[config.mk]
export PLATFORM = sky130hd
export DESIGN_NAME = variable_partition_allocator_unit
export DESIGN_NICKNAME = d
export VERILOG_FILES = /design/src/hdl/vpa_pkg.sv /design/src/hdl/vpa_ram.sv /design/src/hdl/variable_partition_allocator_unit.sv
export SDC_FILE = /design/constraint.sdc
export NUM_CORES = 2
export LEC_CHECK = 0
export ABC_AREA = 1
export BUFFER_PORTS_ARGS = -buffer_cell sky130_fd_sc_hd__buf_2
export CORE_MARGIN = 3
export CORE_UTILIZATION = 30
export CTS_CLUSTER_DIAMETER = 80
export DETAILED_ROUTE_END_ITERATION = 8
export GPL_TIMING_DRIVEN = 0
export HOLD_SLACK_MARGIN = 0.12
export MAX_ROUTING_LAYER = met4
export PLACE_DENSITY = 0.41
export SETUP_SLACK_MARGIN = 0.05
export SLEW_MARGIN = 20
export SYNTH_ARGS = -nofsm -noshare
export SYNTH_HDL_FRONTEND = slang
export SYNTH_SLANG_ARGS = --single-unit
[constraint.sdc]
create_clock -name clk -period 11.71 [get_ports clk]
set_input_delay 2.342 -clock clk [delete_from_list [all_inputs] [get_ports clk]]
set_output_delay 2.342 -clock clk [all_outputs]
set_load 0.05 [all_outputs]
[src/hdl/vpa_pkg.sv]
// ----------------------------------------------------------------------------
// vpa_pkg
// shared types, codes and defaults of the variable partition allocator
// ----------------------------------------------------------------------------
package vpa_pkg;

  localparam int VPA_FREE_ENTRIES = 16;
  localparam int VPA_JOB_ENTRIES  = 16;
  localparam int VPA_ADDR_BITS    = 16;

  // command codes
  typedef enum logic [1:0] {
    CMD_INIT    = 2'd0,
    CMD_ALLOC   = 2'd1,
    CMD_RELEASE = 2'd2,
    CMD_COMPACT = 2'd3
  } cmd_t;

  // result status codes
  localparam logic [2:0] ST_OK      = 3'd0;
  localparam logic [2:0] ST_NOFIT   = 3'd1;
  localparam logic [2:0] ST_NOTRES  = 3'd2;
  localparam logic [2:0] ST_ALREADY = 3'd3;
  localparam logic [2:0] ST_FULL    = 3'd4;
  localparam logic [2:0] ST_NOSPACE = 3'd5;

  // fit modes
  localparam logic [1:0] FIT_BEST  = 2'd0;
  localparam logic [1:0] FIT_WORST = 2'd1;
  localparam logic [1:0] FIT_FIRST = 2'd2;
  localparam logic [1:0] FIT_LAST  = 2'd3;

  // configuration register indexes
  localparam logic [1:0] CFG_FIT_MODE = 2'd0;
  localparam logic [1:0] CFG_MEM_BASE = 2'd1;
  localparam logic [1:0] CFG_MEM_SIZE = 2'd2;

  localparam logic [1:0]  FIT_MODE_RESET = FIT_FIRST;
  localparam logic [15:0] MEM_BASE_RESET = 16'd0;
  localparam logic [15:0] MEM_SIZE_RESET = 16'hffff;

  typedef enum logic [4:0] {
    S_IDLE,
    S_INIT,
    S_JFIND,
    S_ACHK,
    S_FSCAN,
    S_AUPD,
    S_FDN_RD,
    S_FDN_WR,
    S_JPOS,
    S_JUP_RD,
    S_JUP_WR,
    S_JWR,
    S_RCHK,
    S_RPOS,
    S_RUPD,
    S_FUP_RD,
    S_FUP_WR,
    S_FWR,
    S_JDN_RD,
    S_JDN_WR,
    S_CSTART,
    S_CRD,
    S_CWR,
    S_CFIN,
    S_EMIT
  } state_t;

endpackage

[src/hdl/vpa_ram.sv]
// ----------------------------------------------------------------------------
// vpa_ram
// generic single write, single read ram with registered read data
// ----------------------------------------------------------------------------
module vpa_ram #(
  parameter int WIDTH = 32,
  parameter int DEPTH = 16
) (
  input  logic                     clk,
  input  logic                     we,
  input  logic [$clog2(DEPTH)-1:0] waddr,
  input  logic [WIDTH-1:0]         wdata,
  input  logic [$clog2(DEPTH)-1:0] raddr,
  output logic [WIDTH-1:0]         rdata
);

  logic [WIDTH-1:0] mem [DEPTH];

  always_ff @(posedge clk) begin
    if (we) begin
      mem[waddr] <= wdata;
    end
    rdata <= mem[raddr];
  end

endmodule

[src/hdl/variable_partition_allocator_unit.sv]
// ----------------------------------------------------------------------------
// variable_partition_allocator_unit
// variable partition allocator: address-ordered free and job tables in rams,
// served by a sequencer for init, allocate, release and compact
// ----------------------------------------------------------------------------
//
//  channel  | handshake            | payload
//  ---------+----------------------+-------------------------------------------
//  input    | in_valid / in_stall  | cmd, job_id, request_size
//  result   | out_valid / out_stall| status, start_address, out_job_id, last
//  config   | cfg_valid / cfg_ready| cfg_index, cfg_data
//
//  one command at a time; the cost of allocate and release grows with the
//  free entries in use and the resident jobs, and that of compact with the
//  resident jobs; the cost comes from scans and entry shifts over the two
//  ram read ports
//  reset clears the counts and the controller; table contents stay undefined
//  a stalled result holds the sequencer in its emit step; the result register
//  lets the next command enter while the final beat still waits
// ----------------------------------------------------------------------------
module variable_partition_allocator_unit
  import vpa_pkg::*;
#(
  parameter int FREE_ENTRIES = VPA_FREE_ENTRIES,
  parameter int JOB_ENTRIES  = VPA_JOB_ENTRIES,
  parameter int ADDR_BITS    = VPA_ADDR_BITS
) (
  input  logic        clk,
  input  logic        rst,
  // command channel
  input  logic        in_valid,
  output logic        in_stall,
  input  logic [1:0]  cmd,
  input  logic [7:0]  job_id,
  input  logic [15:0] request_size,
  // result channel
  output logic        out_valid,
  input  logic        out_stall,
  output logic [2:0]  status,
  output logic [15:0] start_address,
  output logic [7:0]  out_job_id,
  output logic        last,
  // configuration channel
  input  logic        cfg_valid,
  output logic        cfg_ready,
  input  logic [1:0]  cfg_index,
  input  logic [15:0] cfg_data
);

  // lengths and starts may reach the top of the address space itself
  localparam int W        = ADDR_BITS + 1;
  localparam int CMP_BITS = (W > 16) ? W : 16;
  localparam int FI       = $clog2(FREE_ENTRIES);
  localparam int FC       = $clog2(FREE_ENTRIES + 1);
  localparam int JI       = $clog2(JOB_ENTRIES);
  localparam int JC       = $clog2(JOB_ENTRIES + 1);
  localparam int FREE_W   = 2 * W;
  localparam int JOB_W    = 8 + 2 * W;

  // control state
  state_t         state, state_next;
  state_t         em_ret, em_ret_next;
  logic [1:0]     fit_mode;
  logic [15:0]    mem_base, mem_size;
  logic [FC-1:0]  free_count, free_count_next;
  logic [JC-1:0]  job_count, job_count_next;
  logic           rd_vld, rd_vld_next;
  logic           found, found_next;
  logic           pv, pv_next;
  logic           pos_f, pos_f_next;

  // working registers
  logic [W-1:0]   region_base, region_base_next;
  logic [W-1:0]   region_len, region_len_next;
  cmd_t           cmd_r, cmd_r_next;
  logic [7:0]     id_r, id_r_next;
  logic [15:0]    size_r, size_r_next;
  logic [FC-1:0]  fk, fk_next;
  logic [JC-1:0]  jk, jk_next;
  logic [JC-1:0]  fidx, fidx_next;
  logic [W-1:0]   js, js_next, jl, jl_next;
  logic [FC-1:0]  pick, pick_next;
  logic [W-1:0]   ps, ps_next, pl, pl_next;
  logic [FC-1:0]  fpos, fpos_next;
  logic [JC-1:0]  jpos, jpos_next;
  logic [W-1:0]   bl_s, bl_s_next, bl_l, bl_l_next;
  logic [W-1:0]   ab_s, ab_s_next, ab_l, ab_l_next;
  logic [W-1:0]   acc, acc_next;
  logic [2:0]     em_status, em_status_next;
  logic [W-1:0]   em_start, em_start_next;
  logic [7:0]     em_id, em_id_next;
  logic           em_last, em_last_next;

  // ram ports
  logic              f_we, j_we;
  logic [FI-1:0]     f_waddr, f_raddr;
  logic [JI-1:0]     j_waddr, j_raddr;
  logic [FREE_W-1:0] f_wdata, f_rdata;
  logic [JOB_W-1:0]  j_wdata, j_rdata;

  vpa_ram #(.WIDTH(FREE_W), .DEPTH(FREE_ENTRIES)) u_free_ram (
    .clk   (clk),
    .we    (f_we),
    .waddr (f_waddr),
    .wdata (f_wdata),
    .raddr (f_raddr),
    .rdata (f_rdata)
  );

  vpa_ram #(.WIDTH(JOB_W), .DEPTH(JOB_ENTRIES)) u_job_ram (
    .clk   (clk),
    .we    (j_we),
    .waddr (j_waddr),
    .wdata (j_wdata),
    .raddr (j_raddr),
    .rdata (j_rdata)
  );

  // ram read fields
  logic [W-1:0] f_rd_s, f_rd_l, j_rd_s, j_rd_l;
  logic [7:0]   j_rd_tag;
  assign f_rd_s   = f_rdata[2*W-1:W];
  assign f_rd_l   = f_rdata[W-1:0];
  assign j_rd_tag = j_rdata[JOB_W-1:2*W];
  assign j_rd_s   = j_rdata[2*W-1:W];
  assign j_rd_l   = j_rdata[W-1:0];

  // index arithmetic
  logic [FC-1:0] fk_p1, fk_m1, fpos_m1;
  logic [JC-1:0] jk_p1, jk_m1;
  assign fk_p1   = fk + FC'(1);
  assign fk_m1   = fk - FC'(1);
  assign fpos_m1 = fpos - FC'(1);
  assign jk_p1   = jk + JC'(1);
  assign jk_m1   = jk - JC'(1);

  // scan control: one read issued per cycle, its data processed in the next cycle
  logic f_issue, j_issue, f_scan_done, j_scan_done;
  assign f_issue     = fk < free_count;
  assign j_issue     = jk < job_count;
  assign f_scan_done = !f_issue && !rd_vld;
  assign j_scan_done = !j_issue && !rd_vld;

  // request size in table width
  logic [CMP_BITS-1:0] size_c;
  logic [W-1:0]        size_w;
  assign size_c = CMP_BITS'(size_r);
  assign size_w = W'(size_c);

  // region latch at init: base masked, length clipped at the address top
  logic [CMP_BITS-1:0] limit_c, b_c, avail_c, l_c;
  logic [W-1:0]        init_b, init_l;
  assign limit_c = CMP_BITS'(1) << ADDR_BITS;
  assign b_c     = CMP_BITS'(mem_base) & (limit_c - CMP_BITS'(1));
  assign avail_c = limit_c - b_c;
  assign l_c     = (CMP_BITS'(mem_size) > avail_c) ? avail_c : CMP_BITS'(mem_size);
  assign init_b  = W'(b_c);
  assign init_l  = W'(l_c);

  // fit decisions on the entry that just came back
  logic f_fits, f_take;
  assign f_fits = CMP_BITS'(f_rd_l) >= size_c;
  assign f_take = !pv
               || (fit_mode == FIT_BEST  && f_rd_l < pl)
               || (fit_mode == FIT_WORST && f_rd_l > pl)
               || (fit_mode == FIT_LAST);

  logic a_pass, a_split;
  assign a_pass  = !found && (job_count != JC'(JOB_ENTRIES))
                && (free_count != '0) && (size_r != '0);
  assign a_split = CMP_BITS'(pl) > size_c;

  // coalescing of a released region with its neighbours
  logic [W-1:0] bl_end, js_end;
  logic         below, above;
  assign bl_end = bl_s + bl_l;
  assign js_end = js + jl;
  assign below  = (fpos != '0) && (bl_end == js);
  assign above  = pos_f && (js_end == ab_s);

  logic in_fire, out_free, out_load;
  assign in_stall  = (state != S_IDLE);
  assign in_fire   = in_valid && !in_stall;
  assign out_free  = !out_valid || !out_stall;
  assign out_load  = (state == S_EMIT) && out_free;
  assign cfg_ready = 1'b1;

  // --------------------------------------------------------------------------
  // next state
  // --------------------------------------------------------------------------
  always_comb begin
    state_next = state;
    case (state)
      S_IDLE: begin
        if (in_fire) begin
          case (cmd_t'(cmd))
            CMD_INIT:    state_next = S_INIT;
            CMD_ALLOC:   state_next = S_JFIND;
            CMD_RELEASE: state_next = S_JFIND;
            CMD_COMPACT: state_next = S_CSTART;
            default:     state_next = S_IDLE;
          endcase
        end
      end
      S_INIT:   state_next = S_EMIT;
      S_JFIND: begin
        if (j_scan_done) state_next = (cmd_r == CMD_ALLOC) ? S_ACHK : S_RCHK;
      end
      S_ACHK:   state_next = a_pass ? S_FSCAN : S_EMIT;
      S_FSCAN: begin
        if (f_scan_done) state_next = S_AUPD;
      end
      S_AUPD: begin
        if (!pv)          state_next = S_EMIT;
        else if (a_split) state_next = S_JPOS;
        else              state_next = S_FDN_RD;
      end
      S_FDN_RD: begin
        if (fk_p1 < free_count)      state_next = S_FDN_WR;
        else if (cmd_r == CMD_ALLOC) state_next = S_JPOS;
        else                         state_next = S_JDN_RD;
      end
      S_FDN_WR: state_next = S_FDN_RD;
      S_JPOS: begin
        if (j_scan_done) state_next = S_JUP_RD;
      end
      S_JUP_RD: state_next = (jk > jpos) ? S_JUP_WR : S_JWR;
      S_JUP_WR: state_next = S_JUP_RD;
      S_JWR:    state_next = S_EMIT;
      S_RCHK:   state_next = found ? S_RPOS : S_EMIT;
      S_RPOS: begin
        if (f_scan_done) state_next = S_RUPD;
      end
      S_RUPD: begin
        if (below && above)                           state_next = S_FDN_RD;
        else if (below || above)                      state_next = S_JDN_RD;
        else if (free_count == FC'(FREE_ENTRIES))     state_next = S_EMIT;
        else                                          state_next = S_FUP_RD;
      end
      S_FUP_RD: state_next = (fk > fpos) ? S_FUP_WR : S_FWR;
      S_FUP_WR: state_next = S_FUP_RD;
      S_FWR:    state_next = S_JDN_RD;
      S_JDN_RD: state_next = (jk_p1 < job_count) ? S_JDN_WR : S_EMIT;
      S_JDN_WR: state_next = S_JDN_RD;
      S_CSTART: state_next = (free_count == '0) ? S_EMIT : S_CRD;
      S_CRD:    state_next = j_issue ? S_CWR : S_CFIN;
      S_CWR:    state_next = S_EMIT;
      S_CFIN:   state_next = (job_count == '0) ? S_EMIT : S_IDLE;
      S_EMIT: begin
        if (out_free) state_next = em_ret;
      end
      default:  state_next = S_IDLE;
    endcase
  end

  // --------------------------------------------------------------------------
  // datapath and ram control
  // --------------------------------------------------------------------------
  always_comb begin
    free_count_next  = free_count;
    job_count_next   = job_count;
    region_base_next = region_base;
    region_len_next  = region_len;
    cmd_r_next       = cmd_r;
    id_r_next        = id_r;
    size_r_next      = size_r;
    fk_next          = fk;
    jk_next          = jk;
    fidx_next        = fidx;
    found_next       = found;
    js_next          = js;
    jl_next          = jl;
    pv_next          = pv;
    pick_next        = pick;
    ps_next          = ps;
    pl_next          = pl;
    pos_f_next       = pos_f;
    fpos_next        = fpos;
    jpos_next        = jpos;
    bl_s_next        = bl_s;
    bl_l_next        = bl_l;
    ab_s_next        = ab_s;
    ab_l_next        = ab_l;
    acc_next         = acc;
    em_status_next   = em_status;
    em_start_next    = em_start;
    em_id_next       = em_id;
    em_last_next     = em_last;
    em_ret_next      = em_ret;
    rd_vld_next      = 1'b0;
    f_we    = 1'b0;
    f_waddr = '0;
    f_wdata = '0;
    f_raddr = '0;
    j_we    = 1'b0;
    j_waddr = '0;
    j_wdata = '0;
    j_raddr = '0;

    case (state)
      S_IDLE: begin
        if (in_fire) begin
          cmd_r_next  = cmd_t'(cmd);
          id_r_next   = job_id;
          size_r_next = request_size;
          jk_next     = '0;
          found_next  = 1'b0;
        end
      end

      S_INIT: begin
        region_base_next = init_b;
        region_len_next  = init_l;
        job_count_next   = '0;
        em_start_next    = init_b;
        em_id_next       = '0;
        em_last_next     = 1'b1;
        em_ret_next      = S_IDLE;
        if (init_l == '0) begin
          free_count_next = '0;
          em_status_next  = ST_NOSPACE;
        end else begin
          f_we            = 1'b1;
          f_waddr         = '0;
          f_wdata         = {init_b, init_l};
          free_count_next = FC'(1);
          em_status_next  = ST_OK;
        end
      end

      // look the job id up in the job table
      S_JFIND: begin
        if (j_issue) begin
          j_raddr = jk[JI-1:0];
          jk_next = jk_p1;
        end
        rd_vld_next = j_issue;
        if (rd_vld && !found && j_rd_tag == id_r) begin
          found_next = 1'b1;
          fidx_next  = jk_m1;
          js_next    = j_rd_s;
          jl_next    = j_rd_l;
        end
      end

      S_ACHK: begin
        em_start_next = '0;
        em_id_next    = id_r;
        em_last_next  = 1'b1;
        em_ret_next   = S_IDLE;
        fk_next       = '0;
        pv_next       = 1'b0;
        if (found)                                em_status_next = ST_ALREADY;
        else if (job_count == JC'(JOB_ENTRIES))   em_status_next = ST_FULL;
        else if (free_count == '0)                em_status_next = ST_NOSPACE;
        else                                      em_status_next = ST_NOFIT;
      end

      // pick a free segment by the fit mode; best and worst fit break ties to the lowest address
      S_FSCAN: begin
        if (f_issue) begin
          f_raddr = fk[FI-1:0];
          fk_next = fk_p1;
        end
        rd_vld_next = f_issue;
        if (rd_vld && f_fits && f_take) begin
          pv_next   = 1'b1;
          pick_next = fk_m1;
          ps_next   = f_rd_s;
          pl_next   = f_rd_l;
        end
      end

      S_AUPD: begin
        em_status_next = ST_NOFIT;
        em_start_next  = '0;
        em_id_next     = id_r;
        em_last_next   = 1'b1;
        em_ret_next    = S_IDLE;
        jk_next        = '0;
        pos_f_next     = 1'b0;
        fk_next        = pick;
        if (pv && a_split) begin
          f_we    = 1'b1;
          f_waddr = pick[FI-1:0];
          f_wdata = {ps + size_w, pl - size_w};
        end
      end

      // remove free entry fk by shifting the upper ones down
      S_FDN_RD: begin
        if (fk_p1 < free_count) begin
          f_raddr = fk_p1[FI-1:0];
        end else begin
          free_count_next = free_count - FC'(1);
          jk_next         = (cmd_r == CMD_ALLOC) ? '0 : fidx;
          pos_f_next      = 1'b0;
        end
      end
      S_FDN_WR: begin
        f_we    = 1'b1;
        f_waddr = fk[FI-1:0];
        f_wdata = f_rdata;
        fk_next = fk_p1;
      end

      // insert point in the job table: first start not below the new one
      S_JPOS: begin
        if (j_issue) begin
          j_raddr = jk[JI-1:0];
          jk_next = jk_p1;
        end
        rd_vld_next = j_issue;
        if (rd_vld && !pos_f && j_rd_s >= ps) begin
          pos_f_next = 1'b1;
          jpos_next  = jk_m1;
        end
        if (j_scan_done) begin
          jk_next = job_count;
          if (!pos_f) jpos_next = job_count;
        end
      end
      S_JUP_RD: begin
        if (jk > jpos) j_raddr = jk_m1[JI-1:0];
      end
      S_JUP_WR: begin
        j_we    = 1'b1;
        j_waddr = jk[JI-1:0];
        j_wdata = j_rdata;
        jk_next = jk_m1;
      end
      S_JWR: begin
        j_we           = 1'b1;
        j_waddr        = jpos[JI-1:0];
        j_wdata        = {id_r, ps, size_w};
        job_count_next = job_count + JC'(1);
        em_status_next = ST_OK;
        em_start_next  = ps;
        em_id_next     = id_r;
        em_last_next   = 1'b1;
        em_ret_next    = S_IDLE;
      end

      S_RCHK: begin
        em_status_next = ST_NOTRES;
        em_start_next  = '0;
        em_id_next     = id_r;
        em_last_next   = 1'b1;
        em_ret_next    = S_IDLE;
        fk_next        = '0;
        pos_f_next     = 1'b0;
      end

      // find the free neighbours of the released region
      S_RPOS: begin
        if (f_issue) begin
          f_raddr = fk[FI-1:0];
          fk_next = fk_p1;
        end
        rd_vld_next = f_issue;
        if (rd_vld && !pos_f) begin
          if (f_rd_s >= js) begin
            pos_f_next = 1'b1;
            fpos_next  = fk_m1;
            ab_s_next  = f_rd_s;
            ab_l_next  = f_rd_l;
          end else begin
            bl_s_next = f_rd_s;
            bl_l_next = f_rd_l;
          end
        end
        if (f_scan_done && !pos_f) fpos_next = free_count;
      end

      S_RUPD: begin
        em_status_next = ST_FULL;
        em_start_next  = '0;
        em_id_next     = id_r;
        em_last_next   = 1'b1;
        em_ret_next    = S_IDLE;
        jk_next        = fidx;
        fk_next        = free_count;
        if (below && above) begin
          f_we    = 1'b1;
          f_waddr = fpos_m1[FI-1:0];
          f_wdata = {bl_s, bl_l + jl + ab_l};
          fk_next = fpos;
        end else if (below) begin
          f_we    = 1'b1;
          f_waddr = fpos_m1[FI-1:0];
          f_wdata = {bl_s, bl_l + jl};
        end else if (above) begin
          f_we    = 1'b1;
          f_waddr = fpos[FI-1:0];
          f_wdata = {js, ab_l + jl};
        end
      end

      // open a gap at fpos in the free table
      S_FUP_RD: begin
        if (fk > fpos) f_raddr = fk_m1[FI-1:0];
      end
      S_FUP_WR: begin
        f_we    = 1'b1;
        f_waddr = fk[FI-1:0];
        f_wdata = f_rdata;
        fk_next = fk_m1;
      end
      S_FWR: begin
        f_we            = 1'b1;
        f_waddr         = fpos[FI-1:0];
        f_wdata         = {js, jl};
        free_count_next = free_count + FC'(1);
        jk_next         = fidx;
      end

      // drop job entry jk
      S_JDN_RD: begin
        if (jk_p1 < job_count) begin
          j_raddr = jk_p1[JI-1:0];
        end else begin
          job_count_next = job_count - JC'(1);
          em_status_next = ST_OK;
          em_start_next  = js;
          em_id_next     = id_r;
          em_last_next   = 1'b1;
          em_ret_next    = S_IDLE;
        end
      end
      S_JDN_WR: begin
        j_we    = 1'b1;
        j_waddr = jk[JI-1:0];
        j_wdata = j_rdata;
        jk_next = jk_p1;
      end

      // compaction: pack jobs upward from the region base
      S_CSTART: begin
        em_status_next = ST_NOSPACE;
        em_start_next  = '0;
        em_id_next     = '0;
        em_last_next   = 1'b1;
        em_ret_next    = S_IDLE;
        acc_next       = region_base;
        jk_next        = '0;
      end
      S_CRD: begin
        if (j_issue) j_raddr = jk[JI-1:0];
      end
      S_CWR: begin
        j_we           = 1'b1;
        j_waddr        = jk[JI-1:0];
        j_wdata        = {j_rd_tag, acc, j_rd_l};
        em_status_next = ST_OK;
        em_start_next  = acc;
        em_id_next     = j_rd_tag;
        em_last_next   = (jk_p1 == job_count);
        em_ret_next    = S_CRD;
        acc_next       = acc + j_rd_l;
        jk_next        = jk_p1;
      end
      S_CFIN: begin
        f_we            = 1'b1;
        f_waddr         = '0;
        f_wdata         = {acc, region_len - (acc - region_base)};
        free_count_next = FC'(1);
        em_status_next  = ST_OK;
        em_start_next   = acc;
        em_id_next      = '0;
        em_last_next    = 1'b1;
        em_ret_next     = S_IDLE;
      end

      S_EMIT: begin
      end

      default: begin
      end
    endcase
  end

  // --------------------------------------------------------------------------
  // registers
  // --------------------------------------------------------------------------
  always_ff @(posedge clk) begin
    if (rst) begin
      state      <= S_IDLE;
      em_ret     <= S_IDLE;
      free_count <= '0;
      job_count  <= '0;
      rd_vld     <= 1'b0;
      found      <= 1'b0;
      pv         <= 1'b0;
      pos_f      <= 1'b0;
      region_base <= '0;
      region_len  <= '0;
    end else begin
      state      <= state_next;
      em_ret     <= em_ret_next;
      free_count <= free_count_next;
      job_count  <= job_count_next;
      rd_vld     <= rd_vld_next;
      found      <= found_next;
      pv         <= pv_next;
      pos_f      <= pos_f_next;
      region_base <= region_base_next;
      region_len  <= region_len_next;
    end
  end

  always_ff @(posedge clk) begin
    cmd_r     <= cmd_r_next;
    id_r      <= id_r_next;
    size_r    <= size_r_next;
    fk        <= fk_next;
    jk        <= jk_next;
    fidx      <= fidx_next;
    js        <= js_next;
    jl        <= jl_next;
    pick      <= pick_next;
    ps        <= ps_next;
    pl        <= pl_next;
    fpos      <= fpos_next;
    jpos      <= jpos_next;
    bl_s      <= bl_s_next;
    bl_l      <= bl_l_next;
    ab_s      <= ab_s_next;
    ab_l      <= ab_l_next;
    acc       <= acc_next;
    em_status <= em_status_next;
    em_start  <= em_start_next;
    em_id     <= em_id_next;
    em_last   <= em_last_next;
  end

  // configuration registers
  always_ff @(posedge clk) begin
    if (rst) begin
      fit_mode <= FIT_MODE_RESET;
      mem_base <= MEM_BASE_RESET;
      mem_size <= MEM_SIZE_RESET;
    end else if (cfg_valid && cfg_ready) begin
      case (cfg_index)
        CFG_FIT_MODE: fit_mode <= cfg_data[1:0];
        CFG_MEM_BASE: mem_base <= cfg_data;
        CFG_MEM_SIZE: mem_size <= cfg_data;
        default: begin
        end
      endcase
    end
  end

  // result register: one beat at a time
  logic [CMP_BITS-1:0] em_start_ext;
  assign em_start_ext = CMP_BITS'(em_start);

  always_ff @(posedge clk) begin
    if (rst) begin
      out_valid <= 1'b0;
    end else if (out_load) begin
      out_valid <= 1'b1;
    end else if (!out_stall) begin
      out_valid <= 1'b0;
    end
  end

  always_ff @(posedge clk) begin
    if (out_load) begin
      status        <= em_status;
      start_address <= em_start_ext[15:0];
      out_job_id    <= em_id;
      last          <= em_last;
    end
  end

  // --------------------------------------------------------------------------
  // assertions
  // --------------------------------------------------------------------------
  a_busy_after_accept: assert property (@(posedge clk) disable iff (rst)
    in_valid && !in_stall |=> in_stall)
    else $error("command accepted while not stalling afterwards");

  a_free_count_bound: assert property (@(posedge clk) disable iff (rst)
    free_count <= FC'(FREE_ENTRIES))
    else $error("free count beyond table depth");

  a_job_count_bound: assert property (@(posedge clk) disable iff (rst)
    job_count <= JC'(JOB_ENTRIES))
    else $error("job count beyond table depth");

  a_multi_beat_compact: assert property (@(posedge clk) disable iff (rst)
    state == S_EMIT && em_ret == S_CRD |-> cmd_r == CMD_COMPACT)
    else $error("relocation beat outside compaction");

endmodule

Yosys cells after proc, flatten, opt, wreduce, memory -nomap -nowiden --
Memory sizes are Yosys's and may differ from the RTL's. A register that Yosys moved wholly into a read port is not among the register bits. Index checks and enable logic that the tools add are counted.
Storage, ports and cells: bits in registers 357, RAM bits 1216, memories 2
Operators by class: muxes and demuxes 105, eq/ne operators 54, bitwise logic cells 1, add/subtract/negate cells 20, reduce and logical (&&, ||, !) cells 102, magnitude comparators 13
Memory list:
- u_job_ram.mem | depth 16, width 42, read ports 1, clocked after Yosys merged registers in 1, write ports 1, line vpa_ram.sv:17 | logic [WIDTH-1:0] mem [DEPTH];
- u_free_ram.mem | depth 16, width 34, read ports 1, clocked after Yosys merged registers in 1, write ports 1, line vpa_ram.sv:17
Operators by type and width (number):
- $pmux 34 s6 | 1
- $mux 5 | 31
- $mux 34 | 4
- $pmux 42 s3 | 1
- $pmux 5 s22 | 1
- $add 17x17->17 | 6
- $pmux 16 s5 | 1
- $mux 4 | 14
- $eq 5x5->1 const B | 11
- $pmux 5 s3 | 3
- $eq 5x4->1 const B | 8
- $pmux 5 s8 | 1
- $eq 17x17->1 | 2
- $ge 17x17->1 | 2
- $pmux 17 s2 | 1
- $sub 17x16->17 | 2
- $mux 33 | 1
- $pmux 8 s4 | 1
- $pmux 5 s6 | 1
- $reduce_and 2->1 | 14
- $ne 2x2->1 const B | 13
- $mux 1 | 24
- $pmux 3 s8 | 1
- $pmux 4 s3 | 2
- other kinds (54) | 149

Depth between registers and ports, before layout --
depth in word-level cells 9, mapped depth 29

Hierarchy --
A second synthesis with hierarchy kept.
Unflattened totals: cells, all modules 8559, area, all modules 81145.3 µm²
Modules (own cells, without submodules):
- vpa_ram (u_job_ram) | area an instance 29484.5 µm², instances 1, sequential area each 21020.2 µm², cells an instance 2773
- variable_partition_allocator_unit | area an instance 27719.1 µm², instances 1, sequential area each 9719.3 µm², cells an instance 3536
- vpa_ram (u_free_ram) | area an instance 23941.7 µm², instances 1, sequential area each 17016.3 µm², cells an instance 2250

Worst setup path after synthesis --
Ideal clock, no wire load.
path kind reg-to-reg, start reg id_r[4], end reg fidx[0], enable pin, cell stages (with the launch flop) 5, path slack 6.349 ns, clock period less this slack 5.361 ns, data arrival time 4.825 ns, required time 11.174 ns, path through edfxtp_1 > inv_1 > o22ai_1 > or4_1 > nor4_1
On the way: word-level cells in the longest chain between the ends 3
Ends and longest elaborated chain:
- from (decl) | line variable_partition_allocator_unit.sv:76 | logic [7:0] id_r, id_r_next;
- from (signal assigned) | line variable_partition_allocator_unit.sv:613 | id_r <= id_r_next;
- $eq 8x8->1 | line variable_partition_allocator_unit.sv:338 | if (rd_vld && !found && j_rd_tag == id_r) begin
- $logic_and 1x1->1 | line variable_partition_allocator_unit.sv:338
- $reduce_and 2->1 (no source line)
- to (signal assigned) | line variable_partition_allocator_unit.sv:617 | fidx <= fidx_next;
- to (decl) | line variable_partition_allocator_unit.sv:80 | logic [JC-1:0] fidx, fidx_next;
No other way between the ends. A chain may end at the register's enable or synchronous reset.

Worst setup path after layout --
start reg mem_base[0], end mem u_free_ram.mem[0][0] (netlist bit), data pin
On the way: word-level cells in the longest chain between the ends 6
Ends and longest elaborated chain:
- from (decl) | line variable_partition_allocator_unit.sv:64 | logic [15:0] mem_base, mem_size;
- from (signal assigned) | line variable_partition_allocator_unit.sv:645 | CFG_MEM_BASE: mem_base <= cfg_data;
- $sub 17x16->17 (*) | line variable_partition_allocator_unit.sv:155 | assign avail_c = limit_c - b_c;
- $gt 16x17->1 | line variable_partition_allocator_unit.sv:156 | assign l_c = (CMP_BITS'(mem_size) > avail_c) ? avail_c : CMP_BITS'(mem_size);
- $mux 17 (*) | line variable_partition_allocator_unit.sv:156
- $logic_not 17->1 | line variable_partition_allocator_unit.sv:319 | if (init_l == '0) begin
- $mux 33 (*) | line variable_partition_allocator_unit.sv:319
- $pmux 34 s6 (*) | line variable_partition_allocator_unit.sv:300 | case (state)
- net f_wdata[0] | line variable_partition_allocator_unit.sv:98 | logic [FREE_W-1:0] f_wdata, f_rdata;
- to (decl) | line vpa_ram.sv:17
Mark *: on every way through the listed nets, which the timed path passes. The rest lies on a longest branch.

==> parameters.txt <==
Parameter                              Value

Detailed routing
  Per-cell routed wire length    between 20 and 30 um
  Post-detailed-routing wire length    approximately 330 mm
  Antenna Violating Nets Remaining    0
  Number of iterations in the first detailed-routing pass    5
  # DRC    0
  DRT iter0 DRCs    slightly above 6,000
  Avg Vias per Cell    ~5.3
  Total via count in the routed design    58,420

Yosys
  Yosys Warn Count    0
  Syn Nets    approximately 7,400
  Number of flip-flops and latches in the synthesized netlist    ~1,600
  EDFF count, synth    approximately 1,500
  Sequential fraction of the synthesis area    0.6157
  Netlist Area Pre-Place    ~0.078 mm2
  Post-synth ARST share    0
  Distinct cell type count after synthesis    approximately 70
  Dominant register cell in the synthesized netlist    sky130_fd_sc_hd__edfxtp_1
  Post-Syn Instances    7,060
  Synthesized area per cell    10.99 um2

Power
  Leak    ~32 nW
  Clock network fraction of total power    0.312
  Int Pwr    about 12 mW
  Maximum VDD drop    0.1251 mV
  Power dissipated by switching net loads    about 7.1 mW
  Logic gate share of total power    0.282
  Fraction of power spent switching nets    0.3679
  Power per standard cell area    between 200 and 250 mW/mm2
  Sequential power share    0.406

Layout
  Filler cell count in the final layout    about 26,000
  Share of layout cells above drive strength 1    0.1159
  Final instance area    between 0.09 and 0.1 mm2
  Leading cell type in the layout, fill and taps excluded    sky130_fd_sc_hd__edfxtp_1
  Fraction of the core area covered by cells at the end of the flow    0.3555
  Commonest cells after routing, fill and taps aside    sky130_fd_sc_hd__edfxtp_1, sky130_fd_sc_hd__nand2_1, sky130_fd_sc_hd__nor2_1
  Area Overhead vs Synth    17.76%
  Final-stage net count    7,816

Job
  Number of violations of the max-capacitance limit    0

Placement
  Port-buffer cells    77
  Cell area after placement    around 0.085 mm2
  GP Congestion    approximately 0.98
  Detailed placement HPWL    between 200 and 250 mm

Setup path
  Crit. End Element    flop
  Endpoint arrival time on the critical path    ~6.3 ns
  Highest cell delay on the worst timing path    0.80 ns
  Critical Path RT    around 12 ns
  Critical path's most frequent cell    sky130_fd_sc_hd__nand2_1
  CP max stage cell    sky130_fd_sc_hd__nand3_1
  Startpoint type of the worst setup path    flop
  Maximum fanout encountered on the critical timing path    16
  Startpoint-to-endpoint class of the critical path    reg2reg

CTS
  Clock tree root buffer cell    sky130_fd_sc_hd__clkbuf_16
  Post-CTS resize count    0
  Worst skew pair latency    ~0.87 ns
  TritonCTS clock tree    yes
  Maximum clock path buffer count    4
  Clock-pin slew reported for the worst setup and hold paths after clock tree synthesis    about 0.060 ns
  Level count of the clock H-tree    4
  Clock buffer count from CTS    approximately 200
  Post-CTS setup buffer count    0
  Clock sink count    1,645
  CTS hold repair buffers    0

Global route
  GR Overflow Total    0
  GR Layer Usage met2    0.3838
  GRT Resource Usage Total    0.2482
  Met1 track demand over resource    0.3405
  Largest net degree at the start of global routing    40
  Global-route wire length before repair    approximately 450 mm
  Number of global-route vias before repair    57,030
  Most crowded layer after global routing    met2
  Met3 Usage GRT    0.02751
  Antenna violations before repair    28

Hold path
  Min-delay worst type    reg2reg

Timing
  Unrepaired setup endpoints after global routing    false
  Headroom to the max-slew limit    0.1692
  Final Setup Violations    0
  Final hold viol count    0
  Sum Neg Setup Slack    0 ns
  Final-layout worst hold slack    0.4190 ns
  Tmin final    around 6.1 ns
  Worst Clk Skew    roughly 0.10 ns
  Share of the clock period used by the worst path after layout    0.5238
  Final Slew Violations    0
  Maximum clock frequency    163.0 MHz
  Worst slew pin tran    1.242 ns

Die
  Die ar.    about 0.26 mm2
  Vertical die dimension    just over 500 um
  Core region area    ~0.26 mm2
  Initial core utilization    0.3019
  Total number of placement rows    around 190
  Number of I/O pins    80
  Die boundary width    slightly above 500 um

Status
  Outcome    completed
[layout make-up]
type	count	area (um2)	share of cell area
antenna	10	25.02	0.0002740
buffer	322	1513	0.01656
clock buffer	272	5625	0.06158
clock inverter	91	678.2	0.007424
inverter	540	2029	0.02222
multi-input combinational	4553	26720	0.2925
sequential	1645	47760	0.5228
tap	3384	4234	0.04635
timing repair buffer	205	2763	0.03024
[flip-flops by register name (all words and copies together) (netlist names), 34 cells and up]
signal,flops
u_job_ram.rdata,42
u_job_ram.mem,672
u_free_ram.rdata,34
u_free_ram.mem,544
[routing by layer]
metal | vias up | part of all wire
li1 | 26320 | -
met1 | 29630 | 0.46
met2 | 1963 | 0.45
met3 | 502 | 0.051
met4 | 0 | 0.037
met5 | - | 0
[worst max-delay path, delay by kind of cell (launching register included)]
kind | cells | cell delay, ns
xor gates and xnor gates | 1 | 0.37
buffers and inverters | 5 | 0.62
adders and majority gates | 2 | 0.58
DFF | 1 | 0.73
AOI/OAI and AO/OA | 3 | 0.50
and+or+nand+nor | 14 | 2.64
[cells in the mapped netlist (15+ instances only)]
| library cell | number | area share |
|---|---|---|
| sky130_fd_sc_hd__nor4_1 | 15 | 0.0012 |
| sky130_fd_sc_hd__buf_2 | 87 | 0.0056 |
| sky130_fd_sc_hd__o22ai_1 | 36 | 0.0029 |
| sky130_fd_sc_hd__o311ai_1 | 60 | 0.0068 |
| sky130_fd_sc_hd__inv_1 | 507 | 0.025 |
| sky130_fd_sc_hd__ha_1 | 272 | 0.044 |
| sky130_fd_sc_hd__o21ai_0 | 412 | 0.027 |
| sky130_fd_sc_hd__o21ai_1 | 76 | 0.0049 |
| sky130_fd_sc_hd__fa_1 | 26 | 0.0067 |
| sky130_fd_sc_hd__or2_2 | 136 | 0.011 |
| sky130_fd_sc_hd__xnor2_1 | 60 | 0.0068 |
| sky130_fd_sc_hd__inv_2 | 24 | 0.0012 |
| sky130_fd_sc_hd__xor2_1 | 84 | 0.0095 |
| sky130_fd_sc_hd__nand3b_1 | 17 | 0.0016 |
| sky130_fd_sc_hd__nand4_1 | 73 | 0.0059 |
| sky130_fd_sc_hd__nor3_1 | 52 | 0.0034 |
| sky130_fd_sc_hd__o311ai_0 | 24 | 0.0027 |
| sky130_fd_sc_hd__a221oi_1 | 29 | 0.0033 |
| sky130_fd_sc_hd__buf_6 | 19 | 0.0028 |
| sky130_fd_sc_hd__dfxtp_1 | 164 | 0.042 |
| sky130_fd_sc_hd__o211ai_1 | 289 | 0.028 |
| sky130_fd_sc_hd__edfxtp_1 | 1481 | 0.57 |
| sky130_fd_sc_hd__clkbuf_1 | 196 | 0.0095 |
| sky130_fd_sc_hd__nand3_1 | 484 | 0.031 |
| sky130_fd_sc_hd__a21oi_1 | 281 | 0.018 |
| sky130_fd_sc_hd__o221ai_1 | 97 | 0.011 |
| sky130_fd_sc_hd__or2_1 | 74 | 0.0060 |
| sky130_fd_sc_hd__a31oi_1 | 15 | 0.0012 |
| sky130_fd_sc_hd__or2_0 | 125 | 0.010 |
| sky130_fd_sc_hd__nand2_1 | 937 | 0.045 |
| sky130_fd_sc_hd__nor2_1 | 735 | 0.036 |
[path summary, 6_finish.rpt]
kind,depth (start not counted),from,to,slack (ns)
setup / recovery,25,mem_base[0],u_free_ram.mem[0][0],5.58
hold / removal,0,em_id[4],out_job_id[4],0.42
setup reg to reg,25,mem_base[0],u_free_ram.mem[0][0],5.58
hold reg to reg,0,em_id[4],out_job_id[4],0.42
[power by group through the flow]
stage	sequential (mW)	clock, mW	combinational, mW
after global routing	7.87	6.39	5.91
after global placement	8.00	0	5.18
after floorplan	7.53	0	3.01
after detailed placement	7.97	0	5.39
after CTS	7.85	6.17	5.42
final	7.87	6.03	5.47
[cell families after synthesis]
group / Yosys count / synth area share
DFF: 1645 / 0.6157
xor gates and xnor gates: 144 / 0.01626
AOI/OAI and AO/OA: 1419 / 0.1162
other: 1 / 0.00004835
and+or+nand+nor: 2691 / 0.1557
buffers and inverters: 862 / 0.04555
adders and majority gates: 298 / 0.05059
[through the flow]
step	cells	worst slack [ns]	power (mW)
after floorplan	7060	6.349	10.54
after global placement	10520	0.5468	13.18
after CTS	11010	5.432	19.43
final	11020	5.576	19.37
after global routing	11020	5.241	20.17
after detailed placement	10640	5.515	13.36
Note: power is estimated with default switching activity, not from simulation.
